--- src/sv/rmv_pkg.sv ---
// ----------------------------------------------------------------------------
// rmv_pkg: running mean / variance constants
// Fixed field widths and divider sizing for the running mean and variance core.
// ----------------------------------------------------------------------------
`default_nettype none

package rmv_pkg;

  localparam int unsigned SampleW  = 16;
  localparam int unsigned MeanAccW = 32;   // 16.16 running mean
  localparam int unsigned SqSumW   = 64;   // sum of squared deviations, 16 frac bits
  localparam int unsigned MeanW    = 24;   // 16.8 output mean
  localparam int unsigned VarW     = 48;   // 40.8 output variance
  localparam int unsigned FracW    = 16;
  localparam int unsigned VarShift = 8;

  // shared divider: quotient bits resolved per cycle and sweep lengths
  localparam int unsigned DivSteps      = 2;
  localparam int unsigned DivDvdW       = SqSumW;
  localparam int unsigned DivCntW       = 5;
  localparam int unsigned MeanDivCycles = MeanAccW / DivSteps;
  localparam int unsigned VarDivCycles  = SqSumW / DivSteps;

endpackage

`default_nettype wire

--- src/sv/running_mean_variance_core.sv ---
// ----------------------------------------------------------------------------
// running_mean_variance_core: Welford running mean and variance
// Folds 16-bit samples into a saturating-count running mean and sum of squares.
// ----------------------------------------------------------------------------
// One input beat produces one output beat. A clear beat or the first sample
// after reset or clear goes straight from idle to the emit state. Any other
// sample passes through the mean division, the mean update, the product, the
// accumulate, the variance division and the emit state in turn. Both divisions
// use the single shared restoring divider, which resolves two quotient bits per
// cycle and serves the mean and the variance division in turn.
// No new beat is taken while a sample is in work; the result is held in an
// output register until the receiver takes it. The count saturates at WINDOW,
// after which the mean behaves as an exponential average with weight 1/WINDOW.
`default_nettype none

module running_mean_variance_core #(
  parameter int unsigned WINDOW = 256,
  localparam int unsigned CntW  = $clog2(WINDOW + 1)
) (
  input  wire logic                          clk_i,
  input  wire logic                          rst_ni,
  input  wire logic                          in_valid_i,
  output logic                               in_stall_o,
  input  wire logic [rmv_pkg::SampleW-1:0]   sample_i,
  input  wire logic                          clear_i,
  output logic                               out_valid_o,
  input  wire logic                          out_stall_i,
  output logic [rmv_pkg::MeanW-1:0]          mean_value_o,
  output logic [rmv_pkg::VarW-1:0]           variance_value_o,
  output logic [CntW-1:0]                    sample_count_o
);

  typedef enum logic [2:0] {
    ST_IDLE,
    ST_DIV_MEAN,
    ST_UPDATE,
    ST_MUL,
    ST_ACC,
    ST_DIV_VAR,
    ST_EMIT
  } state_e;

  localparam int unsigned AccW  = rmv_pkg::MeanAccW;
  localparam int unsigned SqW   = rmv_pkg::SqSumW;
  localparam int unsigned DvdW  = rmv_pkg::DivDvdW;
  localparam int unsigned PrdW  = 2 * AccW;

  state_e                         state_q;
  logic                           out_valid_q;
  logic [CntW-1:0]                count_q;
  logic [AccW-1:0]                mean_q;
  logic [SqW-1:0]                 sq_sum_q;
  logic [rmv_pkg::SampleW-1:0]    sample_q;
  logic                           up_q;
  logic [AccW-1:0]                d1_q;
  logic [AccW-1:0]                d2_q;
  logic [PrdW-1:0]                prod_q;

  // shared divider
  logic [DvdW-1:0]                div_dvd_q;
  logic [DvdW-1:0]                div_dvd_d;
  logic [CntW-1:0]                div_rem_q;
  logic [CntW-1:0]                div_rem_d;
  logic [CntW-1:0]                div_dsr_q;
  logic [rmv_pkg::DivCntW-1:0]    div_cnt_q;

  logic [rmv_pkg::MeanW-1:0]      mean_out_q;
  logic [rmv_pkg::VarW-1:0]       var_out_q;
  logic [CntW-1:0]                count_out_q;

  // combinational helpers
  logic [CntW-1:0]                count_next;
  logic [AccW-1:0]                sample_fix;
  logic                           in_up;
  logic [AccW-1:0]                in_d1;
  logic [AccW-1:0]                quot_mean;
  logic [AccW-1:0]                new_mean;
  logic [AccW-1:0]                sample_held;
  logic [AccW-1:0]                new_d2;
  logic [SqW:0]                   sq_sum_ext;
  logic [SqW-1:0]                 sq_sum_sat;
  logic [rmv_pkg::VarW-1:0]       var_value;

  assign in_stall_o       = (state_q != ST_IDLE);
  assign out_valid_o      = out_valid_q;
  assign mean_value_o     = mean_out_q;
  assign variance_value_o = var_out_q;
  assign sample_count_o   = count_out_q;

  // two restoring quotient bits per cycle
  always_comb begin
    logic [CntW:0]   trial;
    logic [CntW-1:0] rem;
    logic [DvdW-1:0] dvd;
    rem = div_rem_q;
    dvd = div_dvd_q;
    for (int i = 0; i < int'(rmv_pkg::DivSteps); i++) begin
      trial = {rem, dvd[DvdW-1]};
      dvd   = {dvd[DvdW-2:0], 1'b0};
      if (trial >= {1'b0, div_dsr_q}) begin
        trial  = trial - {1'b0, div_dsr_q};
        dvd[0] = 1'b1;
      end
      rem = trial[CntW-1:0];
    end
    div_rem_d = rem;
    div_dvd_d = dvd;
  end

  always_comb begin
    count_next  = (count_q < CntW'(WINDOW)) ? count_q + CntW'(1) : count_q;
    sample_fix  = {sample_i, {rmv_pkg::FracW{1'b0}}};
    in_up       = (sample_fix >= mean_q);
    in_d1       = in_up ? (sample_fix - mean_q) : (mean_q - sample_fix);

    quot_mean   = div_dvd_q[AccW-1:0];
    new_mean    = up_q ? (mean_q + quot_mean) : (mean_q - quot_mean);
    sample_held = {sample_q, {rmv_pkg::FracW{1'b0}}};
    new_d2      = (sample_held >= new_mean) ? (sample_held - new_mean)
                                            : (new_mean - sample_held);

    sq_sum_ext  = {1'b0, sq_sum_q}
                + {{(SqW + 1 - (PrdW - rmv_pkg::FracW)){1'b0}},
                   prod_q[PrdW-1:rmv_pkg::FracW]};
    sq_sum_sat  = sq_sum_ext[SqW] ? {SqW{1'b1}} : sq_sum_ext[SqW-1:0];

    // quotient >> 8, saturating at the 48-bit field maximum
    if (div_dvd_q[DvdW-1:rmv_pkg::VarW + rmv_pkg::VarShift] != '0) begin
      var_value = {rmv_pkg::VarW{1'b1}};
    end else begin
      var_value = div_dvd_q[rmv_pkg::VarW + rmv_pkg::VarShift - 1:rmv_pkg::VarShift];
    end
  end

  always_ff @(posedge clk_i or negedge rst_ni) begin
    if (!rst_ni) begin
      state_q     <= ST_IDLE;
      out_valid_q <= 1'b0;
      count_q     <= '0;
      mean_q      <= '0;
      sq_sum_q    <= '0;
    end else begin
      // in ST_EMIT the reload below owns the valid flag
      if (out_valid_q && !out_stall_i && state_q != ST_EMIT) begin
        out_valid_q <= 1'b0;
      end
      unique case (state_q)
        ST_IDLE: begin
          if (in_valid_i) begin
            div_rem_q <= '0;
            if (clear_i) begin
              count_q   <= '0;
              mean_q    <= '0;
              sq_sum_q  <= '0;
              div_dvd_q <= '0;
              state_q   <= ST_EMIT;
            end else if (count_next <= CntW'(1)) begin
              // first sample: mean takes the sample, no spread yet
              count_q   <= count_next;
              mean_q    <= sample_fix;
              sq_sum_q  <= '0;
              div_dvd_q <= '0;
              state_q   <= ST_EMIT;
            end else begin
              count_q   <= count_next;
              sample_q  <= sample_i;
              up_q      <= in_up;
              d1_q      <= in_d1;
              div_dvd_q <= {in_d1, {(DvdW - AccW){1'b0}}};
              div_dsr_q <= count_next;
              div_cnt_q <= rmv_pkg::DivCntW'(rmv_pkg::MeanDivCycles - 1);
              state_q   <= ST_DIV_MEAN;
            end
          end
        end
        ST_DIV_MEAN: begin
          div_dvd_q <= div_dvd_d;
          div_rem_q <= div_rem_d;
          div_cnt_q <= div_cnt_q - rmv_pkg::DivCntW'(1);
          if (div_cnt_q == '0) begin
            state_q <= ST_UPDATE;
          end
        end
        ST_UPDATE: begin
          mean_q  <= new_mean;
          d2_q    <= new_d2;
          state_q <= ST_MUL;
        end
        ST_MUL: begin
          prod_q  <= d1_q * d2_q;
          state_q <= ST_ACC;
        end
        ST_ACC: begin
          // count is at least two here, so the divisor is never zero
          sq_sum_q  <= sq_sum_sat;
          div_dvd_q <= sq_sum_sat;
          div_rem_q <= '0;
          div_dsr_q <= count_q - CntW'(1);
          div_cnt_q <= rmv_pkg::DivCntW'(rmv_pkg::VarDivCycles - 1);
          state_q   <= ST_DIV_VAR;
        end
        ST_DIV_VAR: begin
          div_dvd_q <= div_dvd_d;
          div_rem_q <= div_rem_d;
          div_cnt_q <= div_cnt_q - rmv_pkg::DivCntW'(1);
          if (div_cnt_q == '0) begin
            state_q <= ST_EMIT;
          end
        end
        ST_EMIT: begin
          // wait until the previous beat has left the output register
          if (!out_valid_q || !out_stall_i) begin
            mean_out_q  <= mean_q[AccW-1:AccW-rmv_pkg::MeanW];
            var_out_q   <= var_value;
            count_out_q <= count_q;
            out_valid_q <= 1'b1;
            state_q     <= ST_IDLE;
          end
        end
        default: begin
          state_q <= ST_IDLE;
        end
      endcase
    end
  end

endmodule

`default_nettype wire

--- config.mk ---
export PLATFORM = sky130hd
export DESIGN_NAME = running_mean_variance_core
export DESIGN_NICKNAME = d
export VERILOG_FILES = /design/src/sv/rmv_pkg.sv /design/src/sv/running_mean_variance_core.sv
export SDC_FILE = /design/constraint.sdc
export NUM_CORES = 2
export LEC_CHECK = 0
export ABC_AREA = 1
export BUFFER_PORTS_ARGS = -buffer_cell sky130_fd_sc_hd__buf_2
export CELL_PAD_IN_SITES_DETAIL_PLACEMENT = 1
export CELL_PAD_IN_SITES_GLOBAL_PLACEMENT = 1
export CORE_ASPECT_RATIO = 0.9
export CORE_MARGIN = 2
export CORE_UTILIZATION = 25
export DETAILED_ROUTE_END_ITERATION = 8
export PLACE_DENSITY = 0.46
export SLEW_MARGIN = 20
export SYNTH_ARGS = -nofsm -noshare
export SYNTH_HDL_FRONTEND = slang
export SYNTH_SLANG_ARGS = --single-unit
--- constraint.sdc ---
create_clock -name clk_i -period 10.93 [get_ports clk_i]
set_input_delay 2.7325 -clock clk_i [delete_from_list [all_inputs] [get_ports clk_i]]
set_output_delay 2.7325 -clock clk_i [all_outputs]
set_load 0.01 [all_outputs]
==> metrics.yaml <==
layout_worst_path_cycle_share_pct: 75.85
critPathKind: "reg2reg"
synth_top_flop_cell: "edfxtp_1"
cp_data_arrival_time_ns: 8.70
dp_hpwl_um: 213800
max_cap_violations: 0
async_flop_share_pct: 26.85
numPortBuffers: 103
slew_violations: 0
rows: 174
die-area_um2: 254100
initial_core_util_pct: 25.08
postCtsSetupBuffers: 0
firstDrtPassIters: 8
r2r_start: "d1_q[13]"
ys_seq_elements: 406
mostFrequentLayoutCells: "nand2_1, inv_1, fa_1"
place_congestion: 0.8764
holdCritPathClass: "reg2reg"
end_kind: "flip-flop"
root_buffer: "clkbuf_16"
cts_tree: "yes"
dr_wl_met2_um: 115000
rsz0062_at_grt: "false"
syn_area_per_cell_um2: 7.615
io_pins: 104
crit_end: "prod_q[32]"
crit_start: "d1_q[13]"
reg2reg_depth: 24
drc: 0
critPathMaxFanout: 25
required_ns: 11.34
grt_pass1_wl_um: 386500
syn_area_um2: 62510
syn_to_final_growth_pct: 10.27
antenna_left: 0
vias_per_cell: 4.525
fin_nets: 9551
relSlewSlack_pct: 26.11
worstMarginPinSlew_ns: 1.101
synth_cells: 8209
setup_tns_ns: 0
finClkSkew_ns: 0.09991
antenna_found_initial: 20
design.core.area_um2: 249300
grt_usage_pct: 20.62
holdBufCountCts: 0
critPathLaunchType: "flip-flop"
status: "finished clean"
synthTopCellsByArea: "fa_1, edfxtp_1, nand2_1"
rr_endpoint: "prod_q[32]"
post_drt_wl_per_cell_um: 22.42
min_period_ns: 8.291
highest_layer: "met5"
r2r_slack_ns: 2.64
synth_seq_area_share_pct: 18.63
clk_pin_slew_ns: 0.06
die_w_um: 531.1
wl_met3_um: 10220
synth-edff-count: 297
ctsHtreeMaxLevel: 2
synth_top_area_share_pct: 28.85
cts_buffer_depth: 3
grt_max_degree: 75
die_y_um: 478.4
yosys_warnings: 0
finalHoldViolations: 0
clock-sinks: 406
wl_met1_um: 129300
ys_types: 52
clkLatencyLatePin_ns: 0.73
final-setup-viol-count: 0
grt_overflow: 0
cts_resized: 0
drive_gt1_share_pct: 4.146
yosysTopAreaCell: "fa_1"
vias: 52490
grt_pass1_vias: 57250
first_iter_violations: 3012
clock.fmax_mhz: 120.6
cts_buffers: 54
drt-total-wl_um: 260100
syn_nets: 9555
layout_commonest_cell: "nand2_1"
-- kinds of logic after synthesis --
family	after synthesis	synth area share [%]
compound gates	830	7.288
xor+xnor	199	2.788
fa+ha+maj	1325	37.34
buf+inv	2398	14.48
flops	406	18.63
mux	1	0.01601
simple gates	3050	19.46
-- synth_stat cells, drive strengths merged (4+ instances only) --
master / count
o21ai: 341
nand3b: 10
nor4: 21
a21o: 19
nor3: 54
a21oi: 312
a21boi: 15
buf: 23
o2111ai: 4
o21a: 19
clkinv: 5
o21bai: 30
fa: 901
a211oi: 6
a22oi: 7
dfrtp: 109
o211ai: 6
xnor2: 33
nand2: 2164
clkbuf: 235
a31oi: 26
nand4: 38
ha: 424
nor2: 500
nand3: 244
edfxtp: 297
a221oi: 4
or2: 10
xor2: 166
inv: 2135
o22ai: 30
-- sequential cells by signal, indices dropped and copies added (netlist names) --
signal            cells
d2_q                 32
sample_q             16
d1_q                 32
div_dvd_q            64
div_cnt_q             5
prod_q               48
sample_count_o        9
mean_value_o         24
state_q               3
mean_q               32
variance_value_o     48
div_rem_q             9
out_valid_o           1
sq_sum_q             64
up_q                  1
count_q               9
div_dsr_q             9
-- metal layers --
metal	vias up	GRT usage, %
li1	24460	-
met1	26960	30.48
met2	882	32.07
met3	189	2.211
met4	2	4.530
met5	-	0
-- how the worst min path moves through the flow --
stage | start | endpoint | cells after the start
2_1_floorplan | count_q[8] | sample_count_o[8] | 0
3_3_place_gp | sq_sum_q[20] | sq_sum_q[20] | 2
3_5_place_dp | sq_sum_q[14] | sq_sum_q[14] | 2
4_1_cts | sq_sum_q[8] | sq_sum_q[8] | 2
5_1_grt | sq_sum_q[2] | sq_sum_q[2] | 2
6_report | sq_sum_q[13] | sq_sum_q[13] | 2
-- through the flow --
step / cells / util, % / worst slack (ns) / area, µm² / hold slack (ns)
after floorplan: 8209 / - / 3.491 / 62510 / 0.4196
after global placement: 11490 / 26.86 / 2.544 / 66960 / 0.4629
after detailed placement: 11490 / 26.87 / 2.612 / 66990 / 0.4715
after CTS: 11590 / 27.64 / 2.526 / 68910 / 0.4853
after global routing: 11600 / 27.65 / 1.886 / 68920 / 0.5003
final: 11600 / 27.65 / 2.639 / 68930 / 0.4823
-- critical path, stage by stage, from the launching register on --
cell and delay [ns]:
edfxtp_1 0.72, buf_4 0.52, nand2_1 0.14, inv_1 0.10
fa_1 0.44, fa_1 0.49, fa_1 0.53, inv_1 0.05
fa_1 0.47, inv_1 0.05, fa_1 0.48, fa_1 0.53
fa_1 0.53, inv_1 0.06, fa_1 0.48, inv_1 0.04
ha_1 0.36, nand2_1 0.14, nor2_1 0.16, inv_1 0.10
nor4_1 0.50, a21oi_1 0.30, inv_1 0.18, a21boi_0 0.19
xnor2_1 0.43
-- area by class of cell --
class / count / area, µm²
Tap cell: 3344 / 4184
Antenna cell: 8 / 20.02
Fill cell: 30190 / 180300
Clock inverter: 37 / 483.0
Inverter: 2140 / 8033
Multi-Input combinational cell: 5405 / 41860
Clock buffer: 63 / 1438
Timing Repair Buffer: 198 / 1267
Sequential cell: 406 / 11650
Power is left out: the tool's default activity adds up to more than one toggle a clock period on the data nets, which glitch-free logic cannot reach.
